<file path="config.mk">
export PLATFORM = sky130hd
export DESIGN_NAME = bfil_div
export DESIGN_NICKNAME = d
export VERILOG_FILES = /design/src/hdl/bfil_pkg.sv /design/src/hdl/bfil_div.sv
export SDC_FILE = /design/constraint.sdc
export NUM_CORES = 1
export LEC_CHECK = 0
export BUFFER_PORTS_ARGS = -buffer_cell sky130_fd_sc_hd__clkbuf_2
export CAP_MARGIN = 20
export CORE_ASPECT_RATIO = 0.9
export CORE_UTILIZATION = 30
export CTS_CLUSTER_DIAMETER = 30
export DETAILED_ROUTE_END_ITERATION = 10
export PLACE_DENSITY_LB_ADDON = 0.05
export SYNTH_ARGS = -nofsm -noshare
export SYNTH_HDL_FRONTEND = slang
export SYNTH_SLANG_ARGS = --single-unit
</file>
<file path="constraint.sdc">
create_clock -name clk_i -period 4.05 [get_ports clk_i]
set_input_delay 0.2025 -clock clk_i [delete_from_list [all_inputs] [get_ports clk_i]]
set_output_delay 0.2025 -clock clk_i [all_outputs]
set_load 0.01 [all_outputs]
</file>
<file path="src/hdl/bfil_pkg.sv">
// ---------------------------------------------------------------------------
// bfil_pkg
// Shared types and constants of the bloom filter insert/lookup unit.
// ---------------------------------------------------------------------------
`default_nettype none

package bfil_pkg;

  localparam int unsigned FB_W    = 11;  // filter_bytes register width
  localparam int unsigned NH_W    = 6;   // num_hashes register width
  localparam int unsigned KEY_W   = 32;
  localparam int unsigned DIV_W   = 14;  // divisor / remainder width (8 * 2047 bits max)
  localparam int unsigned CIDX_W  = 4;
  localparam int unsigned CDAT_W  = 11;
  localparam int unsigned NDIG    = 10;  // decimal digits of a 32-bit magnitude
  localparam int unsigned DIG_IW  = 4;

  localparam logic [CIDX_W-1:0] REG_FILTER_BYTES = 4'd0;
  localparam logic [CIDX_W-1:0] REG_NUM_HASHES   = 4'd1;

  localparam logic CMD_INSERT = 1'b0;
  localparam logic CMD_LOOKUP = 1'b1;

  localparam logic [31:0] DJB_SEED   = 32'd5381;
  localparam logic [7:0]  CHAR_MINUS = 8'h2D;
  localparam logic [7:0]  CHAR_ZERO  = 8'h30;
  localparam logic [DIV_W-1:0] DEC_BASE = 14'd10;

  localparam logic [FB_W-1:0] FB_RESET = 11'd1024;
  localparam logic [NH_W-1:0] NH_RESET = 6'd4;

  typedef struct packed {
    logic       init;   // load seeds
    logic       step;   // absorb one character
    logic       fin;    // final mix of the one-at-a-time hash
    logic [7:0] ch;
  } hash_ctrl_t;

endpackage

`default_nettype wire

</file>
<file path="src/hdl/bfil_div.sv">
// ---------------------------------------------------------------------------
// bfil_div
// Restoring radix-2 divider giving the remainder, one bit per cycle.
// ---------------------------------------------------------------------------
`default_nettype none

module bfil_div
  import bfil_pkg::*;
(
  input  wire logic             clk_i,
  input  wire logic             rst_ni,
  input  wire logic             start_i,
  input  wire logic [31:0]      dividend_i,
  input  wire logic [DIV_W-1:0] divisor_i,
  output logic                  done_o,
  output logic [DIV_W-1:0]      rem_o
);

  logic [31:0]      q_q;
  logic [DIV_W-1:0] r_q, dv_q;
  logic [5:0]       cnt_q;
  logic             busy_q, done_q;
  logic [DIV_W:0]   trial;
  logic             ge;

  assign trial = {r_q, q_q[31]};
  assign ge    = trial >= {1'b0, dv_q};

  always_ff @(posedge clk_i or negedge rst_ni) begin
    if (!rst_ni) begin
      busy_q <= 1'b0;
      done_q <= 1'b0;
      cnt_q  <= '0;
      q_q    <= '0;
      r_q    <= '0;
      dv_q   <= '0;
    end else begin
      done_q <= 1'b0;
      if (start_i) begin
        busy_q <= 1'b1;
        cnt_q  <= '0;
        q_q    <= dividend_i;
        r_q    <= '0;
        dv_q   <= divisor_i;
      end else if (busy_q) begin
        q_q <= {q_q[30:0], ge};
        r_q <= ge ? DIV_W'(trial - {1'b0, dv_q}) : trial[DIV_W-1:0];
        cnt_q <= cnt_q + 6'd1;
        if (cnt_q == 6'd31) begin
          busy_q <= 1'b0;
          done_q <= 1'b1;
        end
      end
    end
  end

  assign done_o = done_q;
  assign rem_o  = r_q;

endmodule

`default_nettype wire

</file>
; Word-level counts from Yosys, hierarchy flattened
; Cells that the tools add are included.
[classes]
n_reduce_logical = 1
muxes = 13
order_cmp = 1
addsub = 2
eq_ne = 1
[op_table]
columns = op, count
row1 = $mux W32, 2
row2 = $mux W14, 3
row3 = $ge A15 B14 Y1, 1
row4 = $sub A14 B14 Y14, 1
row5 = $mux W6, 2
row6 = $add A6 B1 Y6 const B, 1
row7 = $eq A6 B5 Y1 const B, 1
row8 = $mux W1, 6
row9 = $reduce_bool A2 Y1, 1
[word_totals]
out_inout_bits = 15
word_cells = 24
in_bits = 49
reg_bits = 68

; Longest topological paths before layout
; Gate-level depths: netlist (run 1).
[logic_depth]
word_depth = 4
depth_mapped = 10
mapped_depth_nobuf = 9

; Worst setup path after synthesis (run 1)
; No wires, ideal clock.
[synth_timing]
path_type = register to register
startpoint = register r_q[1] (netlist: rem_o[1])
endpoint = register r_q[1] (netlist: rem_o[1])
t_arrival_ns = 2.167
period_less_slack_ns = 2.254
path_stages_with_launch = 8
n_path_buf = 0
path_slack_ns = 1.796
required_time_ns = 3.963
setup_time_ns = 0.087
cell_sequence = dfrtp_1 > ha_1 > a21oi_2 > a21oi_2 > or2_4 > a221oi_4 > mux2_1 > a211oi_2
[synth_between]
elab_chain_cells = 4
[synth_rtl]
columns = element, line
row1 = start: declaration, bfil_div.sv:20  ; logic [DIV_W-1:0] r_q, dv_q;
row2 = start signal: assignment, bfil_div.sv:47  ; r_q <= ge ? DIV_W'(trial - {1'b0, dv_q}) : trial[DIV_W-1:0];
row3 = $ge A15 B14 Y1, bfil_div.sv:27  ; assign ge = trial >= {1'b0, dv_q};
row4 = $mux W14, bfil_div.sv:47
row5 = $mux W14, bfil_div.sv:45  ; end else if (busy_q) begin
row6 = $mux W14, bfil_div.sv:39  ; if (start_i) begin
; No other way between the ends. The select of a mux whose other input is x is not followed.
; A chain may end at the register's enable or synchronous reset.

; Final worst setup path (run 1)
[layout_timing]
startpoint = register r_q[5] (netlist: rem_o[5])
endpoint = register r_q[1] (netlist: rem_o[1])
; The elaborated chain is that of the path after synthesis.

==> impl_metrics.json, run 1 <==
{
  "p_sw_frac": 0.350,
  "clock_skew_ns": 0.00452,
  "ir_drop_mv": 0.190,
  "die_w_um": 121,
  "reg2reg_depth": 7,
  "post-route-period-util": 0.669,
  "grt_use_met2": 0.241,
  "crit_cells": 7,
  "avgSynthCellArea_sq_um": 9.45,
  "powerDensity_mw_per_mm2": 594,
  "crit_path_cell_trace": "ha_1 > a21oi_2 > o21ai_1 > or2_4 > a221oi_4 > mux2_1 > a211oi_2",
  "ant_nets": 0,
  "p_int_uw": 1780,
  "crit_path_end_kind": "flip-flop",
  "pwr-share-clk": 0.310,
  "grtUsageMet3": 0.0345,
  "pwr-share-comb": 0.374,
  "grt_busiest_layer": "met2",
  "critPathArrivalTime_ns": 2.95,
  "grt_pass1_vias": 3100,
  "hold_viol_final": 0,
  "antenna_found_initial": 0,
  "post-route-min-period_ns": 2.71,
  "num_vias": 2959,
  "synth_top_area_frac": 0.444,
  "insertion_delay_ns": 0.33,
  "holdPathStages": 3,
  "ioPinCount": 64,
  "whs_ns": 0.0722,
  "io_buffer_count": 63,
  "rsz0062_at_grt": "no",
  "cts.sinks": 68,
  "gr-total-overflow": 0,
  "synth_most_common_cell": "nand2_1",
  "synth.area.top_cells": "dfrtp_1 44%, mux2i_1 9.4%, nand2_1 6.9%",
  "place_area_sq_mm": 0.00428,
  "crit_slowest_cell": "a221oi_4",
  "ys_seq_area_frac": 0.444,
  "htreeDepth": 3,
  "insertedDiodeCount": 0,
  "syn_inst": 406,
  "run_status": "finished clean",
  "setup_ws_ns": 1.34,
  "drive_gt1_frac": 0.215,
  "cp-start-kind": "flip-flop",
  "max_cap_violations": 0,
  "syn-num-nets": 471,
  "wirelength_um": 8570,
  "tritoncts": "built",
  "setup_viol": 0,
  "yosysWarnings": 0,
  "cts-root-buf": "clkbuf_16",
  "grt_max_degree": 89,
  "netlist_area_sq_mm": 0.00383,
  "total_power_uw": 2740,
  "slowest_delay_ns": 0.66,
  "maxSlewViolCount": 0,
  "die_h_um": 109,
  "cp_top_family": "compound AO/OA/AOI/OAI gates",
  "post_drt_wl_per_cell_um": 13.7,
  "yosysUniqueCellTypes": 55,
  "final_cell_area_sq_mm": 0.00461,
  "clockBufferDepth": 2,
  "multiInputGateArea_sq_mm": 0.00196,
  "pre_cts_ws_ns": 1.32,
  "synth.largest_area_cell": "dfrtp_1",
  "fin_setup_tns_ns": 0,
  "drc": 0,
  "synth-edff-count": 0,
  "final_nets": 526,
  "gp_congestion": 0.762,
  "p_leak_uw": 0.00235,
  "worst_pin_slew_ns": 0.850,
  "required_ns": 4.30,
  "cp_num_buf_inv": 0,
  "start_util": 0.313,
  "final-seq-area_sq_mm": 0.00170,
  "post-cts-setup-buffers": 0,
  "dieArea_sq_mm": 0.0132,
  "initialDrtViolationCount": 128,
  "area_growth_pct": 20.2,
  "core_sq_mm": 0.0123,
  "p_sw_uw": 960,
  "synthArstFlopShare": 1.00,
  "crit_fanout": 14,
  "hpwlAfterDp_um": 5920,
  "grtUsageMet1": 0.182,
  "post_drt_via_cell_ratio": 4.73,
  "track_usage": 0.144,
  "synth-seq-cells": 68,
  "rows": 38,
  "holdCritPathClass": "in -> reg",
  "synth_commonest_cells": "71 x nand2_1, 68 x dfrtp_1, 50 x o21ai_0",
  "cts.reportedPaths.clkPinSlew_ns": 0.06,
  "nFillCells": 1303,
  "max_freq_mhz": 369,
  "cts-buffers-inserted": 9,
  "slew_headroom": 0.433,
  "yosys_most_used_dff": "dfrtp_1",
  "seq_power_share": 0.316,
  "grt_pass1_wl_um": 15000,
  "drtPass1Iterations": 4,
  "critPathKind": "reg -> reg"
}
[layer usage]
metal,part of all wire,up-vias,routed length [um]
li1,-,1521,-
met1,0.49,1383,4160
met2,0.47,45,4030
met3,0.030,10,261
met4,0.014,0,119
met5,0,-,0
[final cells by class]
class	count	area share
clock inverters	4	0.0157
inverters	18	0.0147
multi-input cells	296	0.426
clock buffers	12	0.0535
well taps	160	0.0434
repair buffers	68	0.0776
flip-flops and latches	68	0.369
[worst paths after layout]
path,slack [ns],to,startpoint
max,1.34,rem_o[1],rem_o[5]
min,0.07,q_q[25],dividend_i[25]
max reg2reg,1.34,rem_o[1],rem_o[5]
min reg2reg,0.54,dv_q[11],dv_q[11]
max in group asynchronous,2.65,busy_q,rst_ni
min in group asynchronous,0.37,dv_q[3],rst_ni
[per-stage QoR]
stage,std cells,util
detailed placement,609,0.349
global placement,609,0.349
finish,626,0.376
floorplan,406,-
CTS,626,0.376
global route,626,0.376
[worst reg2reg max path, stage by stage, from the launching register on]
cell and delay (ns):
dfrtp_1 0.41, ha_1 0.41, a21oi_2 0.18, o21ai_1 0.11
or2_4 0.25, a221oi_4 0.66, mux2_1 0.40, a211oi_2 0.21
[cells in the final DEF, fill, tap and decap left out, types with 7 or more instances in the layout]
cell	synthesis	routed
a21oi_1	9	9
clkbuf_16	0	9
clkbuf_2	0	61
dfrtp_1	68	67
ha_1	15	15
inv_1	18	18
mux2i_1	36	36
nand2_1	71	71
nand4_1	7	7
nor2_1	27	27
o21ai_0	50	50
[repair_timing]
item,in CTS,in global routing
endpoints found under the hold margin,20,0
setup endpoints to repair,0,0
hold buffers,1,0
gates resized for setup,0,0
[sequential cells by signal, indices dropped and copies added, names as in the netlist]
name    flops
dv_q       14
done_o      1
busy_q      1
cnt_q       6
q_q        32
rem_o      14
[power by group through the flow]
| stage | clock network, uW | logic (uW) | registers, uW |
|---|---|---|---|
| 2_1_floorplan | 0 | 783 | 884 |
| 3_3_place_gp | 0 | 1050 | 876 |
| 3_5_place_dp | 0 | 1040 | 880 |
| 4_1_cts | 875 | 1040 | 868 |
| 5_1_grt | 904 | 1170 | 883 |
| 6_report | 849 | 1020 | 866 |
[cell families (layout without fill, tap and decap cells)]
kind of cell,after synthesis,in the layout,share of synthesized area
muxes,39,39,0.103
buffers and inverters,42,102,0.0444
AOI/OAI and AO/OA,95,95,0.171
adders and majority gates,16,16,0.0542
DFF,68,68,0.444
and+or+nand+nor,135,135,0.159
xor gates and xnor gates,11,11,0.0251
(Power assumes the default switching activity.)
==> run 2, diff against run 1 <==
==> constraint.sdc (replaced) <==
create_clock -name clk_i -period 2.3 [get_ports clk_i]
set_input_delay 0.115 -clock clk_i [delete_from_list [all_inputs] [get_ports clk_i]]
set_output_delay 0.115 -clock clk_i [all_outputs]
set_load 0.01 [all_outputs]
==> run 2 against run 1 <==
Compared with the run above:
- maximum frequency is 20% higher
- combinational power grew to 2.6 times the previous value
- clock skew is 0.0028 ns higher
- via count is 12% higher
- clock power is 55% higher
- sequential cell count stayed put
- first-iteration DRC count is 1.6% lower
- count of clock-buffer cells in the layout is 2 lower
- critical path type unchanged
- critical endpoint is now rem_o[6]
- largest power group unchanged
==> impl_metrics.json, run 2 (synthesis results as in run 1) <==
{
  "worst_pin_slew_ns": 0.528,
  "cp_top_family": "compound AO/OA/AOI/OAI gates",
  "clock_skew_ns": 0.00731,
  "regMostFlops": "q_q",
  "initialDrtViolationCount": 126,
  "slew_headroom": 0.648,
  "track_usage": 0.153,
  "slowest_delay_ns": 0.42,
  "pwr-share-comb": 0.485,
  "max_freq_mhz": 442,
  "largest_reg_flops": 32,
  "max_cap_violations": 0,
  "gp_congestion": 0.765,
  "hold_viol_final": 0,
  "pre_cts_ws_ns": -0.0516,
  "grt_pass1_wl_um": 15600,
  "gr-total-overflow": 0,
  "holdCritPathClass": "in -> reg",
  "crit_path_cell_trace": "ha_4 > fa_2 > nor2b_2 > o31a_1 > o21a_1 > nor3_1 > or3b_1 > a211oi_2",
  "crit_path_end_kind": "flip-flop",
  "ioPinCount": 64,
  "insertedDiodeCount": 0,
  "crit_path_end": "rem_o[6]",
  "cts-buffers-inserted": 9,
  "rr_startpoint": "dv_q[0]",
  "drive_gt1_frac": 0.306,
  "clockBufferDepth": 2,
  "antenna_found_initial": 0,
  "r2r_end": "rem_o[6]",
  "ir_drop_mv": 0.380,
  "setup_viol": 0,
  "cts-root-buf": "clkbuf_16",
  "maxSlewViolCount": 0,
  "final_nets": 605,
  "cts.reportedPaths.clkPinSlew_ns": 0.06,
  "io_buffer_count": 63,
  "rows": 38,
  "stdcell_count": 705,
  "hpwlAfterDp_um": 6520,
  "setup_ws_ns": 0.0353,
  "critPathArrivalTime_ns": 2.51,
  "cp_num_buf_inv": 0,
  "htreeDepth": 3,
  "crit_start": "dv_q[0]",
  "cts.sinks": 68,
  "p_int_uw": 3520,
  "die_w_um": 121,
  "dieArea_sq_mm": 0.0132,
  "wirelength_um": 9530,
  "crit_slowest_cell": "dfrtp_1",
  "holdPathStages": 3,
  "start_util": 0.313,
  "p_leak_uw": 0.00272,
  "drc": 0,
  "core_sq_mm": 0.0123,
  "critPathKind": "reg -> reg",
  "required_ns": 2.55,
  "layout_commonest_cell": "nand2_1",
  "die_h_um": 109,
  "rrSetupSlack_ns": 0.04,
  "final_cell_mix": "71 x nand2_1, 67 x dfrtp_1, 61 x clkbuf_2",
  "p_sw_frac": 0.360,
  "tritoncts": "built",
  "grt_max_degree": 69,
  "post-route-period-util": 0.985,
  "post_drt_wl_per_cell_um": 13.5,
  "run_status": "finished clean",
  "insertion_delay_ns": 0.33,
  "seq_power_share": 0.274,
  "post-route-min-period_ns": 2.26,
  "powerDensity_mw_per_mm2": 1010,
  "area_growth_pct": 42.6,
  "crit_cells": 8,
  "num_vias": 3317,
  "grt_pass1_vias": 3255,
  "p_sw_uw": 1980,
  "crit_fanout": 4,
  "dp.cells": 641,
  "drtPass1Iterations": 4,
  "pwr-share-clk": 0.241,
  "whs_ns": 0.00754,
  "post_drt_via_cell_ratio": 4.70,
  "rsz0062_at_grt": "yes",
  "ant_nets": 0,
  "cp-start-kind": "flip-flop",
  "reg2reg_depth": 8
}
[run 2: cell count changes in the layout (fill, tap and decap cells not counted), sizes merged]
cell         change
clkinv           +1
clkbuf           -2
inv              +1
clkinvlp         +2
bufinv           -2
dlygate4sd3     +37
buf             +42
[run 2: worst register-to-register path: stages, from the launching register on]
cell and delay, ns:
dfrtp_1 0.42, ha_4 0.18, fa_2 0.41, nor2b_2 0.13
o31a_1 0.26, o21a_1 0.18, nor3_1 0.04, or3b_1 0.39
a211oi_2 0.17
[run 2: power groups by stage]
| stage | combinational (uW) | sequential, uW | clock [uW] |
|---|---|---|---|
| after floorplan | 1380 | 1560 | 0 |
| after global placement | 2240 | 1500 | 0 |
| after detailed placement | 2250 | 1500 | 0 |
| after CTS | 2450 | 1490 | 1380 |
| after global routing | 2950 | 1530 | 1420 |
| final | 2670 | 1510 | 1320 |
[run 2: how the worst min path moves through the flow]
| stage | startpoint | end |
|---|---|---|
| floorplan | rst_ni | busy_q |
| global placement | rst_ni | dv_q[4] |
| detailed placement | rst_ni | dv_q[5] |
| CTS | dividend_i[10] | q_q[10] |
| global route | divisor_i[11] | dv_q[11] |
| finish | divisor_i[11] | dv_q[11] |
[run 2: per-stage QoR]
stage	utilization	TNS (ns)	area (sq um)	power, uW
2_1_floorplan	-	0	3830	2930
4_1_cts	0.431	0	5290	5320
3_3_place_gp	0.370	-0.0390	4530	3730
6_report	0.446	0	5470	5500
3_5_place_dp	0.370	-0.0568	4530	3750
5_1_grt	0.446	-0.312	5470	5900
[run 2: area by class of cell]
cell class	count	area (sq um)
inverters	18	67.6
multi-input cells	296	2150
clock inverters	6	48.8
repair buffers	147	1060
well taps	160	200
clock buffers	10	239
flip-flops and latches	68	1700
fillers	1215	6800
[run 2: what timing repair did]
action / in CTS / in global routing
pin swaps: 3 / 7
setup buffers: 5 / 5
gates resized for setup: 6 / 28
endpoints found under the hold margin: 105 / 0
hold buffers: 38 / 0
endpoints found under the setup margin: 4 / 15
[run 2: layer usage]
| metal | part of all wire | vias to the layer above | GRT usage | routed length (um) |
|---|---|---|---|---|
| li1 | - | 1681 | - | - |
| met1 | 0.47 | 1574 | 0.193 | 4500 |
| met2 | 0.48 | 54 | 0.254 | 4550 |
| met3 | 0.038 | 8 | 0.0382 | 362 |
| met4 | 0.012 | 0 | 0.0520 | 111 |
| met5 | 0 | - | 0 | 0 |
