--- config.mk ---
export PLATFORM = sky130hd
export DESIGN_NAME = bfil_hash
export DESIGN_NICKNAME = d
export VERILOG_FILES = /design/src/hdl/bfil_pkg.sv /design/src/hdl/bfil_hash.sv
export SDC_FILE = /design/constraint.sdc
export NUM_CORES = 1
export LEC_CHECK = 0
export BUFFER_PORTS_ARGS = -buffer_cell sky130_fd_sc_hd__clkbuf_2
export CAP_MARGIN = 20
export CORE_MARGIN = 3
export CORE_UTILIZATION = 40
export CTS_CLUSTER_SIZE = 24
export DETAILED_ROUTE_END_ITERATION = 10
export GPL_TIMING_DRIVEN = 0
export PLACE_DENSITY = 0.56
export SETUP_SLACK_MARGIN = 0.5
export SLEW_MARGIN = 0
export SYNTH_ARGS = -nofsm -noshare
export SYNTH_HDL_FRONTEND = slang
export SYNTH_SLANG_ARGS = --single-unit
--- constraint.sdc ---
create_clock -name clk_i -period 11.3 [get_ports clk_i]
set_input_delay 0.565 -clock clk_i [delete_from_list [all_inputs] [get_ports clk_i]]
set_output_delay 0.565 -clock clk_i [all_outputs]
set_load 0.03 [all_outputs]
--- src/hdl/bfil_pkg.sv ---
// ---------------------------------------------------------------------------
// bfil_pkg
// Shared types and constants of the bloom filter insert/lookup unit.
// ---------------------------------------------------------------------------
`default_nettype none

package bfil_pkg;

  localparam int unsigned FB_W    = 11;  // filter_bytes register width
  localparam int unsigned NH_W    = 6;   // num_hashes register width
  localparam int unsigned KEY_W   = 32;
  localparam int unsigned DIV_W   = 14;  // divisor / remainder width (8 * 2047 bits max)
  localparam int unsigned CIDX_W  = 4;
  localparam int unsigned CDAT_W  = 11;
  localparam int unsigned NDIG    = 10;  // decimal digits of a 32-bit magnitude
  localparam int unsigned DIG_IW  = 4;

  localparam logic [CIDX_W-1:0] REG_FILTER_BYTES = 4'd0;
  localparam logic [CIDX_W-1:0] REG_NUM_HASHES   = 4'd1;

  localparam logic CMD_INSERT = 1'b0;
  localparam logic CMD_LOOKUP = 1'b1;

  localparam logic [31:0] DJB_SEED   = 32'd5381;
  localparam logic [7:0]  CHAR_MINUS = 8'h2D;
  localparam logic [7:0]  CHAR_ZERO  = 8'h30;
  localparam logic [DIV_W-1:0] DEC_BASE = 14'd10;

  localparam logic [FB_W-1:0] FB_RESET = 11'd1024;
  localparam logic [NH_W-1:0] NH_RESET = 6'd4;

  typedef struct packed {
    logic       init;   // load seeds
    logic       step;   // absorb one character
    logic       fin;    // final mix of the one-at-a-time hash
    logic [7:0] ch;
  } hash_ctrl_t;

endpackage

`default_nettype wire

--- src/hdl/bfil_hash.sv ---
// ---------------------------------------------------------------------------
// bfil_hash
// djb2 and one-at-a-time hash registers, one character per cycle.
// ---------------------------------------------------------------------------
`default_nettype none

module bfil_hash
  import bfil_pkg::*;
(
  input  wire logic       clk_i,
  input  wire logic       rst_ni,
  input  wire hash_ctrl_t ctrl_i,
  output logic [31:0]     djb_o,
  output logic [31:0]     oat_o
);

  logic [31:0] djb_q, oat_q;
  logic [31:0] o1, o2, o3, f1, f2, f3, djb_n;

  always_comb begin
    djb_n = (djb_q << 5) + djb_q + {24'b0, ctrl_i.ch};
    o1 = oat_q + {24'b0, ctrl_i.ch};
    o2 = o1 + (o1 << 10);
    o3 = o2 ^ (o2 >> 6);
    f1 = oat_q + (oat_q << 3);
    f2 = f1 ^ (f1 >> 11);
    f3 = f2 + (f2 << 15);
  end

  always_ff @(posedge clk_i or negedge rst_ni) begin
    if (!rst_ni) begin
      djb_q <= DJB_SEED;
      oat_q <= '0;
    end else if (ctrl_i.init) begin
      djb_q <= DJB_SEED;
      oat_q <= '0;
    end else if (ctrl_i.step) begin
      djb_q <= djb_n;
      oat_q <= o3;
    end else if (ctrl_i.fin) begin
      oat_q <= f3;
    end
  end

  assign djb_o = djb_q;
  assign oat_o = oat_q;

endmodule

`default_nettype wire

Word level (Yosys, flattened, before mapping)
Index checks and enable logic that the tools add are counted.
{"block": "word_totals", "out_inout_bits": 64, "elab_cells": 17, "reg_bits": 64, "input_bits": 13}
{"block": "op_classes", "n_reduce_logical": 2, "bitwise_logic": 2, "mux": 5, "n_addsub": 6}
{"cell": "two-way mux 32 bit", "count": 5}
{"cell": "adder 32 bit", "count": 4}
{"cell": "adder 32 x 8 -> 32 bit", "count": 2}
{"cell": "bitwise XOR 32 x 21 -> 32 bit", "count": 1}
{"cell": "bitwise XOR 32 x 26 -> 32 bit", "count": 1}
{"cell": "nonzero test 3 bit", "count": 1}
{"cell": "nonzero test 2 bit", "count": 1}

Longest topological paths before layout
Gate-level depths: netlist (run 1).
{"block": "depth", "ltp_word": 6, "mapped_depth": 26, "depth_no_buf": 26}

Least setup slack after synthesis (run 1)
OpenSTA, ideal clock, no wires.
{"block": "synth_timing", "path_type": "flip-flop to flip-flop", "startpoint": "reg oat_q[0], in the netlist oat_o[0]", "endpoint": "reg oat_q[30], in the netlist oat_o[30]", "setup_time_ps": 78, "path_buffers": 0, "arrival_ps": 5241, "slack_ps": 5981, "required_time_ps": 11222, "period_less_slack_ps": 5319, "stages_incl_launch_ff": 23, "path_cell_list": "dfrtp_1 -> ha_1 -> fa_1 -> a211oi_2 -> o211ai_1 -> nor4bb_1 -> or4_4 -> a31oi_4 -> nor2_1 -> a211o_1 -> a211oi_1 -> nor3_1 -> xor2_1 -> ha_1 -> a211oi_1 -> o311ai_0 -> a31oi_1 -> o21bai_1 -> a21oi_1 -> a21oi_1 -> xnor2_1 -> a211o_1 -> a21oi_1"}
{"block": "synth_between", "elab_chain_len": 6}
{"item": "from (decl)", "line_no": "bfil_hash.sv:17", "text": "logic [31:0] djb_q, oat_q;"}
{"item": "from (signal assigned)", "line_no": "bfil_hash.sv:33", "text": "oat_q <= '0;"}
{"item": "from (signal assigned)", "line_no": "bfil_hash.sv:36", "text": "oat_q <= '0;"}
{"item": "from (signal assigned)", "line_no": "bfil_hash.sv:39", "text": "oat_q <= o3;"}
{"item": "adder 32 bit", "line_no": "bfil_hash.sv:25", "text": "f1 = oat_q + (oat_q << 3);"}
{"item": "bitwise XOR 32 x 21 -> 32 bit", "line_no": "bfil_hash.sv:26", "text": "f2 = f1 ^ (f1 >> 11);"}
{"item": "adder 32 bit", "line_no": "bfil_hash.sv:27", "text": "f3 = f2 + (f2 << 15);"}
{"item": "two-way mux 32 bit", "line_no": "bfil_hash.sv:40", "text": "end else if (ctrl_i.fin) begin"}
{"item": "two-way mux 32 bit *", "line_no": "bfil_hash.sv:37", "text": "end else if (ctrl_i.step) begin"}
{"item": "two-way mux 32 bit *", "line_no": "bfil_hash.sv:34", "text": "end else if (ctrl_i.init) begin"}
Every way passes the cells marked *; elsewhere a longest branch is shown, timed or not. The select of a mux whose other input is x is not followed.
A chain may end at the register's enable or synchronous reset.

Worst setup path after layout (run 1)
{"block": "layout_timing", "startpoint": "reg oat_q[0], in the netlist oat_o[0]", "endpoint": "reg oat_q[24], in the netlist oat_o[24]"}
Same word-level chain as after synthesis.

==> impl_metrics.py, run 1 <==
metrics = {
    "outcome": {
        "outcome": "complete, no violations",
    },
    "detailed_routing": {
        "wl_um": 29500,
        "routed_via_density": 5.77,
        "drt_first_pass_iters": 5,
        "ant_nets": 0,
        "drtIter0Drc": 648,
        "wl_per_cell_um": 20.4,
        "via_count": 8331,
        "detail_route.drc_violations": 0,
    },
    "global_routing": {
        "grt_pass1_wl_um": 45700,
        "gr-usage-all-layers_pct": 24.6,
        "grt_pass1_vias": 7905,
        "grt_max_degree": 52,
        "grt-ovfl-total": 0,
        "antenna_found_initial": 0,
    },
    "layout": {
        "layout_commonest_cell": "ha_1",
        "mostFrequentLayoutCells": "ha_1 (130), nor2_1 (106), xnor2_1 (105)",
        "nets": 1314,
        "antenna_cells": 0,
        "stdcell_area_mm2": 0.00985,
        "syn_to_final_growth_pct": 12.1,
        "drive_gt1_share_pct": 9.33,
    },
    "timing": {
        "hold_violations": 0,
        "fin_skew_ns": 0.00535,
        "final.setup.tns_ns": 0,
        "max_freq_mhz": 160,
        "hold_slack_ns": 0.112,
        "finalMaxSlewViolations": 0,
        "min_period_over_period_pct": 55.4,
        "period_minus_slack_ns": 6.26,
        "grt_setup_unrepaired": "false",
        "relSlewSlack_pct": 38.3,
        "postLayoutSetupSlackWorst_ns": 5.04,
        "max_slew.worst_pin.slew_ns": 0.926,
        "setup-violations-final": 0,
    },
    "worst_hold_path": {
        "hold_class": "in2async",
    },
    "logic_synthesis": {
        "syn-cell-area_mm2": 0.00878,
        "yosysSeqAreaShare_pct": 18.3,
        "synthDistinctLibCells": 64,
        "synth_top_cell_area_share_pct": 18.5,
        "ys_ff_latch": 64,
        "syn_inst": 1076,
        "synth-edff-count": 0,
        "syn_avg_cell_area_um2": 8.16,
        "async_reset_ff_share_pct": 100,
        "synth_flop_cell": "dfrtp_1",
        "synth_top_cell_by_area": "ha_1",
        "synth_area_leaders": "ha_1 (19%), dfrtp_1 (17%), xnor2_1 (10%)",
        "syn-num-nets": 1227,
        "yosysWarningCount": 0,
    },
    "clock_tree": {
        "clk_pin_slew_worst_paths_ns": 0.06,
        "cts_root_buffer": "clkbuf_16",
        "post_cts_buffers": 0,
        "cts_made_buffers": 9,
        "ctsHoldBuffers": 0,
        "cts.sinks": 64,
        "clk_latency_ns": 0.34,
        "ctsResizeCount": 0,
        "cts_tree": "built",
        "clockBufferDepth": 2,
        "ctsHtreeMaxLevel": 3,
    },
    "floorplan": {
        "initial_core_util_pct": 41.3,
        "die_area_mm2": 0.0238,
        "ios": 77,
        "num_rows": 53,
        "die_x_um": 154,
        "die_h_um": 154,
        "core_mm2": 0.0213,
    },
    "place": {
        "gp_congestion": 0.904,
        "port_buffers": 75,
        "dp_slack_ns": 5.09,
        "dp_hpwl_um": 23300,
        "placed_cell_area_mm2": 0.00953,
    },
    "critical_path": {
        "critPathLaunchType": "flop",
        "required_ns": 11.54,
        "end_kind": "flop",
        "crit_arrival_ns": 6.50,
        "worst_path_dominant_cell_family": "compound AO/OA/AOI/OAI gates",
        "cp_slowest_cell": "dfrtp_1",
        "r2r_end": "oat_o[24]$_DFFE_PN0P_",
        "critPathMaxStageDelay_ns": 0.52,
        "cp_num_buf_inv": 2,
        "worstPathMaxFanout": 7,
        "cp_common_cell": "o21ai_0",
        "ff2ff_setup_slack_ns": 5.04,
        "rr_startpoint": "oat_o[0]$_DFFE_PN0P_",
        "crit_type": "reg2reg",
        "r2r_cells": 25,
    },
    "flow_run": {
        "drv_cap": 0,
    },
}
-- cells in the mapped netlist, drive strengths merged (4+ instances only) --
cell,instances
dfrtp,59
o21a,12
nand3,18
or2,5
o21ai,54
a221oi,6
xor2,53
clkbuf,29
fa,8
a2111oi,4
o21bai,12
nor3,19
a31oi,10
a21oi,94
a21o,42
a211o,7
o211ai,10
xnor2,106
or3,8
nor4,4
and3,15
dfstp,5
nand2,88
o221ai,5
o311ai,4
ha,130
a211oi,33
mux2i,16
nor2b,19
nor2,106
a21boi,4
inv,33
nand2b,12
-- layer usage --
metal / track usage (%) / wire (um) / vias up
met3: 4.50 / 1800 / 29
met4: 4.67 / 453 / 0
li1: - / - / 4095
met5: 0 / 0 / -
met1: 36.5 / 14300 / 3971
met2: 37.4 / 12900 / 236
-- stage by stage --
| stage | cells | utilization [%] |
|---|---|---|
| after floorplan | 1076 | - |
| after global placement | 1426 | 44.6 |
| after detailed placement | 1427 | 44.8 |
| after CTS | 1443 | 46.3 |
| after global routing | 1443 | 46.3 |
| final | 1443 | 46.3 |
-- flip-flops by register name (all words and copies together) (netlist names) --
| signal | count |
|---|---|
| djb_o | 32 |
| oat_o | 32 |
-- worst reg2reg max path, cell delays in order (launching register included) --
cell and delay [ns]:
dfrtp_1 0.52, ha_1 0.26, inv_1 0.06, fa_1 0.39, nor2b_1 0.11, o21ai_0 0.10
a21boi_0 0.25, o21ai_0 0.13, a21boi_0 0.28, o21a_1 0.20, o21ai_0 0.21, nor2_1 0.32
nand2_1 0.11, xnor2_1 0.42, ha_1 0.21, clkbuf_1 0.27, o2111a_1 0.23, o21ai_0 0.12
and3_1 0.20, nor3_1 0.30, o21ai_0 0.14, o221ai_1 0.38, nor3_1 0.09, a311o_1 0.38
xnor2_1 0.17, a221oi_1 0.30
-- layout make-up --
class | instances | area, um^2
Multi-Input combinational cell | 947 | 6930
Inverter | 33 | 124
Buffer | 32 | 120
Timing Repair Buffer | 76 | 405
Fill cell | 2172 | 11400
Clock inverter | 3 | 65.1
Tap cell | 275 | 344
Sequential cell | 64 | 1610
Clock buffer | 13 | 250
-- how the worst max path moves through the flow --
stage	start	endpoint	cells after the start
6_report	oat_o[0]$_DFFE_PN0P_	oat_o[24]$_DFFE_PN0P_	25
5_1_grt	oat_o[1]$_DFFE_PN0P_	oat_o[31]$_DFFE_PN0P_	25
4_1_cts	oat_o[1]$_DFFE_PN0P_	oat_o[31]$_DFFE_PN0P_	25
3_5_place_dp	ctrl_i[0]	oat_o[24]$_DFFE_PN0P_	26
3_3_place_gp	ctrl_i[0]	oat_o[24]$_DFFE_PN0P_	26
2_1_floorplan	oat_o[0]$_DFFE_PN0P_	oat_o[30]$_DFFE_PN0P_	22
-- logic make-up (layout without fill, tap and decap cells) --
family	after synthesis	after routing	share of synthesized area (%)
adders and majority gates	139	139	20.5
muxes	17	17	1.95
buffers and inverters	65	157	2.78
DFF	64	64	18.3
xor gates and xnor gates	159	159	16.0
AOI/OAI and AO/OA	324	324	24.3
and+or+nand+nor	308	308	16.1
Power of run 1 is not shown: default switching activity piles up to over one toggle a cycle in this logic, so the estimate is an artifact.
==> inputs of run 2 (changes only) <==
==> constraint.sdc (replaced) <==
create_clock -name clk_i -period 5.78 [get_ports clk_i]
set_input_delay 0.289 -clock clk_i [delete_from_list [all_inputs] [get_ports clk_i]]
set_output_delay 0.289 -clock clk_i [all_outputs]
set_load 0.03 [all_outputs]
==> run 2 against run 1 <==
Effect of this change: non-clock buffer count is 42 higher; sequential cell count stayed put; via count is 1.4% higher; global-route usage is 0.54 points lower; die area stayed put; first-iteration DRC count is 23% lower.
==> impl_metrics.py, run 2 (synthesized netlist as in run 1, its figures left out) <==
metrics = {
    "worst_hold_path": {
        "hold_class": "in2reg",
        "min-delay-start": "ctrl_i[0]",
    },
    "floorplan": {
        "die_x_um": 154,
        "die_h_um": 154,
        "die_area_mm2": 0.0238,
        "num_rows": 53,
        "initial_core_util_pct": 41.3,
        "core_mm2": 0.0213,
        "ios": 77,
    },
    "layout": {
        "utilization_pct": 49.6,
        "seq_area_mm2": 0.00162,
        "multi_input_area_mm2": 0.00734,
        "syn_to_final_growth_pct": 20.3,
        "nets": 1356,
        "antenna_cells": 0,
        "mostFrequentLayoutCells": "ha_1 (124), nor2_1 (102), xnor2_1 (91)",
        "drive_gt1_share_pct": 18.6,
        "fillers": 2117,
        "layout_commonest_cell": "ha_1",
        "fin_cells": 1485,
    },
    "detailed_routing": {
        "drtIter0Drc": 497,
        "via_count": 8444,
        "wl_per_cell_um": 19.6,
        "wl_um": 29100,
        "routed_via_density": 5.69,
        "ant_nets": 0,
        "detail_route.drc_violations": 0,
        "drt_first_pass_iters": 5,
    },
    "timing": {
        "hold_slack_ns": 0.359,
        "setup-violations-final": 0,
        "fin_skew_ns": 0.00879,
        "postLayoutSetupSlackWorst_ns": 0.468,
        "relSlewSlack_pct": 41.3,
        "grt_setup_unrepaired": "true",
        "max_freq_mhz": 188,
        "hold_violations": 0,
        "period_minus_slack_ns": 5.31,
        "finalMaxSlewViolations": 0,
        "min_period_over_period_pct": 91.9,
        "max_slew.worst_pin.slew_ns": 0.880,
    },
    "critical_path": {
        "cp-startpoint": "oat_o[0]$_DFFE_PN0P_",
        "required_ns": 6.02,
        "crit_arrival_ns": 5.55,
        "crit_type": "reg2reg",
        "worstPathMaxFanout": 4,
        "end_kind": "flop",
        "critPathLaunchType": "flop",
        "rr_startpoint": "oat_o[0]$_DFFE_PN0P_",
    },
    "global_routing": {
        "grt-ovfl-total": 0,
        "grt_pass1_wl_um": 45400,
        "grt_pass1_vias": 8392,
        "gr-usage-all-layers_pct": 24.0,
        "grt_max_degree": 35,
        "antenna_found_initial": 0,
    },
    "place": {
        "dp.cells": 1427,
        "gp_congestion": 0.925,
        "port_buffers": 75,
        "dp_slack_ns": -0.453,
        "dp_hpwl_um": 23000,
    },
    "clock_tree": {
        "cts_made_buffers": 9,
        "clk_pin_slew_worst_paths_ns": 0.05,
        "clk_latency_ns": 0.34,
        "clockBufferDepth": 2,
        "cts.sinks": 64,
        "cts_root_buffer": "clkbuf_16",
        "cts_tree": "built",
        "ctsHtreeMaxLevel": 3,
    },
    "outcome": {
        "outcome": "complete, no violations",
    },
    "flow_run": {
        "drv_cap": 0,
    },
}
[run 2: cell count changes in the layout (fill, tap and decap cells not counted), sizes merged]
cell and delta:
buf +41, clkinv +2, bufinv -1, clkbuf -1, dlygate4sd3 +1
[run 2: final timing paths]
path / endpoint / slack [ns] / cells past startpoint
worst max-delay path: oat_o[28]$_DFFE_PN0P_ / 0.47 / 23
worst min-delay path: djb_o[0]$_DFFE_PN1P_ / 0.36 / 4
worst max register to register: oat_o[28]$_DFFE_PN0P_ / 0.47 / 23
worst min register to register: djb_o[29]$_DFFE_PN0P_ / 0.53 / 2
max in group asynchronous: djb_o[2]$_DFFE_PN1P_ / 4.67 / 3
min in group asynchronous: djb_o[29]$_DFFE_PN0P_ / 0.47 / 2
[run 2: cell type report]
cell class | instances | share of cell area, %
Clock inverter | 4 | 0.426
Multi-Input combinational cell | 947 | 69.4
Timing Repair Buffer | 118 | 6.93
Clock buffer | 12 | 2.33
Inverter | 33 | 1.17
Buffer | 32 | 1.15
Sequential cell | 64 | 15.3
Tap cell | 275 | 3.26
[run 2: per-stage QoR]
stage	instance area [um^2]	TNS, ns
3_3_place_gp	9500	-1.90
3_5_place_dp	9520	-1.89
6_report	10600	0
4_1_cts	10300	0
2_1_floorplan	8780	0
5_1_grt	10600	0
[run 2: repair_timing]
action,CTS,global route
buffers inserted,31,10
endpoints found under the hold margin,33,0
resized for setup,56,43
hold buffers,1,0
pin swaps,36,24
gates cloned,0,0
endpoints found under the setup margin,16,16
[run 2: metal layers]
| layer | vias to the layer above | routed length [um] | GRT usage [%] |
|---|---|---|---|
| met4 | 0 | 956 | 8.66 |
| met1 | 4003 | 13500 | 32.6 |
| met3 | 51 | 1280 | 3.10 |
| met5 | - | 0 | 0 |
| li1 | 4178 | - | - |
| met2 | 212 | 13400 | 39.2 |
[run 2: critical path, stage by stage, from the launching register on]
cell      delay (ns)
dfrtp_2         0.45
ha_4            0.18
fa_2            0.40
a211oi_2        0.24
o211ai_1        0.16
nor4bb_4        0.19
or4_4           0.44
a31oi_4         0.26
nor2_1          0.07
a211o_1         0.30
a211oi_2        0.26
nor3_4          0.09
xor2_1          0.19
ha_2            0.32
buf_6           0.13
a211oi_4        0.28
o311ai_2        0.11
a31oi_1         0.24
o21bai_1        0.11
a21oi_2         0.18
buf_4           0.14
xnor2_1         0.12
nand2_1         0.10
a221oi_2        0.25
Power of run 2 is left out for the same reason.
==> inputs of run 3 (changes only) <==
--- a/config.mk
+++ b/config.mk
@@ -12,7 +12,7 @@
 export CTS_CLUSTER_SIZE = 24
 export DETAILED_ROUTE_END_ITERATION = 10
 export GPL_TIMING_DRIVEN = 0
-export PLACE_DENSITY = 0.56
+export PLACE_DENSITY = 0.65
 export SETUP_SLACK_MARGIN = 0.5
 export SLEW_MARGIN = 0
 export SYNTH_ARGS = -nofsm -noshare
==> run 3 against run 2 <==
Effect of this change: first-iteration DRC count up 49%; count of clock-buffer cells in the layout down 2; global-route usage rose by 0.25 points; sequential cell count is the same; clock skew about the same; core utilization grew 1.1 points; non-clock buffer count rose by 13; cell count grew 0.88%; via count is 4.5% higher.
==> impl_metrics.py, run 3 (synthesized netlist as in run 1, its figures left out) <==
metrics = {
    "layout": {
        "mostFrequentLayoutCells": "ha_1 (121), nor2_1 (100), nand2_1 (87), xnor2_1 (87), a21oi_1 (81)",
        "utilization_pct": 50.8,
        "syn_to_final_growth_pct": 23.1,
        "fillers": 2007,
        "drive_gt1_share_pct": 21.7,
        "layout_commonest_cell": "ha_1",
        "antenna_cells": 0,
        "fin_cells": 1498,
        "nets": 1369,
    },
    "detailed_routing": {
        "drt_first_pass_iters": 5,
        "wl_per_cell_um": 20.1,
        "routed_via_density": 5.89,
        "wl_um": 30100,
        "drtIter0Drc": 741,
        "detail_route.drc_violations": 0,
        "ant_nets": 0,
        "via_count": 8823,
    },
    "floorplan": {
        "initial_core_util_pct": 41.3,
        "num_rows": 53,
        "core_mm2": 0.0213,
        "die_h_um": 154,
        "die_x_um": 154,
        "die_area_mm2": 0.0238,
        "ios": 77,
    },
    "critical_path": {
        "cp_slowest_cell": "dfrtp_2",
        "crit_arrival_ns": 5.54,
        "r2r_cells": 23,
        "r2r_end": "oat_o[31]$_DFFE_PN0P_",
        "cp-startpoint": "oat_o[3]$_DFFE_PN0P_",
        "critPathMaxStageDelay_ns": 0.44,
        "worst_path_dominant_cell_family": "compound AO/OA/AOI/OAI gates",
        "worstPathMaxFanout": 5,
        "ff2ff_setup_slack_ns": 0.45,
        "end_kind": "flop",
        "rr_startpoint": "oat_o[3]$_DFFE_PN0P_",
        "crit_type": "reg2reg",
        "cp_num_buf_inv": 1,
        "cp_common_cell": "a21oi_2",
        "required_ns": 5.99,
        "worstPathCellList": "ha_4, fa_2, a211oi_2, o211ai_1, nor4bb_4, or4_4, a31oi_4, o21ai_2, xnor2_2, xor2_2, inv_2, fa_2, nand2b_1, a21oi_2, o211ai_1, a21oi_2, nor2_1, a21oi_2, a31oi_2, o21ai_2, xnor2_2, xnor2_1, o221ai_1",
        "critPathLaunchType": "flop",
    },
    "outcome": {
        "outcome": "complete, no violations",
    },
    "place": {
        "dp_hpwl_um": 23200,
        "port_buffers": 75,
        "dp.cells": 1427,
        "gp_congestion": 0.993,
    },
    "clock_tree": {
        "cts_tree": "built",
        "ctsHtreeMaxLevel": 3,
        "clk_pin_slew_worst_paths_ns": 0.06,
        "cts_root_buffer": "clkbuf_16",
        "clockBufferDepth": 2,
        "cts_made_buffers": 9,
        "clk_latency_ns": 0.35,
        "cts.sinks": 64,
    },
    "timing": {
        "hold_violations": 0,
        "fin_skew_ns": 0.00832,
        "period_minus_slack_ns": 5.33,
        "finalMaxSlewViolations": 0,
        "max_freq_mhz": 187,
        "hold_slack_ns": 0.358,
        "setup-violations-final": 0,
        "max_slew.worst_pin.slew_ns": 0.899,
        "min_period_over_period_pct": 92.3,
        "relSlewSlack_pct": 40.1,
        "grt_setup_unrepaired": "true",
        "final.setup.tns_ns": 0,
    },
    "flow_run": {
        "drv_cap": 0,
    },
    "global_routing": {
        "grt_pass1_vias": 8153,
        "grt_pass1_wl_um": 45500,
        "gr-usage-all-layers_pct": 24.3,
        "grt_max_degree": 53,
        "antenna_found_initial": 0,
        "grt-ovfl-total": 0,
    },
    "worst_hold_path": {
        "hold_class": "in2async",
    },
}
run 3: worst reg2reg max path, stage by stage (launching register included):
cell	delay, ns
dfrtp_2	0.44
ha_4	0.18
fa_2	0.35
a211oi_2	0.28
o211ai_1	0.18
nor4bb_4	0.20
or4_4	0.43
a31oi_4	0.27
o21ai_2	0.10
xnor2_2	0.28
xor2_2	0.33
inv_2	0.08
fa_2	0.37
nand2b_1	0.18
a21oi_2	0.18
o211ai_1	0.15
a21oi_2	0.21
nor2_1	0.07
a21oi_2	0.17
a31oi_2	0.13
o21ai_2	0.21
xnor2_2	0.15
xnor2_1	0.14
o221ai_1	0.12
run 3: cell type report:
type | count | area [um^2] | share of cell area, %
Clock inverter | 6 | 45.0 | 0.417
Clock buffer | 10 | 239 | 2.21
Tap cell | 275 | 344 | 3.18
Timing Repair Buffer | 131 | 821 | 7.60
Sequential cell | 64 | 1620 | 15.0
Buffer | 32 | 123 | 1.13
Multi-Input combinational cell | 947 | 7490 | 69.3
Inverter | 33 | 124 | 1.15
run 3: metal layers:
layer / track usage [%] / vias up / part of all wire, %
met5: 0 / - / 0
met4: 5.51 / 0 / 1.9
met3: 4.11 / 58 / 8.1
met2: 38.4 / 355 / 45
met1: 34.7 / 4213 / 45
li1: - / 4197 / -
run 3: worst max path at each step:
stage / to / cells past startpoint / slack, ns
after CTS: oat_o[31]$_DFFE_PN0P_ / 23 / 0.48
after floorplan: oat_o[30]$_DFFE_PN0P_ / 22 / 0.50
after global routing: oat_o[31]$_DFFE_PN0P_ / 24 / 0.26
after global placement: oat_o[31]$_DFFE_PN0P_ / 25 / -0.35
after detailed placement: oat_o[31]$_DFFE_PN0P_ / 25 / -0.40
final: oat_o[31]$_DFFE_PN0P_ / 23 / 0.45
run 3: timing repair:
action / 4_1_cts / 5_1_grt
pin swaps: 51 / 58
resized for setup: 65 / 64
setup endpoints to repair: 16 / 16
setup buffers: 36 / 18
hold buffers: 1 / 0
endpoints found under the hold margin: 12 / 0
run 3: per-stage QoR:
stage                     setup slack (ns)  instance area, um^2
after floorplan                      0.501                 8780
after CTS                            0.476                10400
after global routing                 0.261                10800
after detailed placement            -0.396                 9530
final                                0.446                10800
after global placement              -0.354                 9500
Power of run 3 is left out for the same reason.
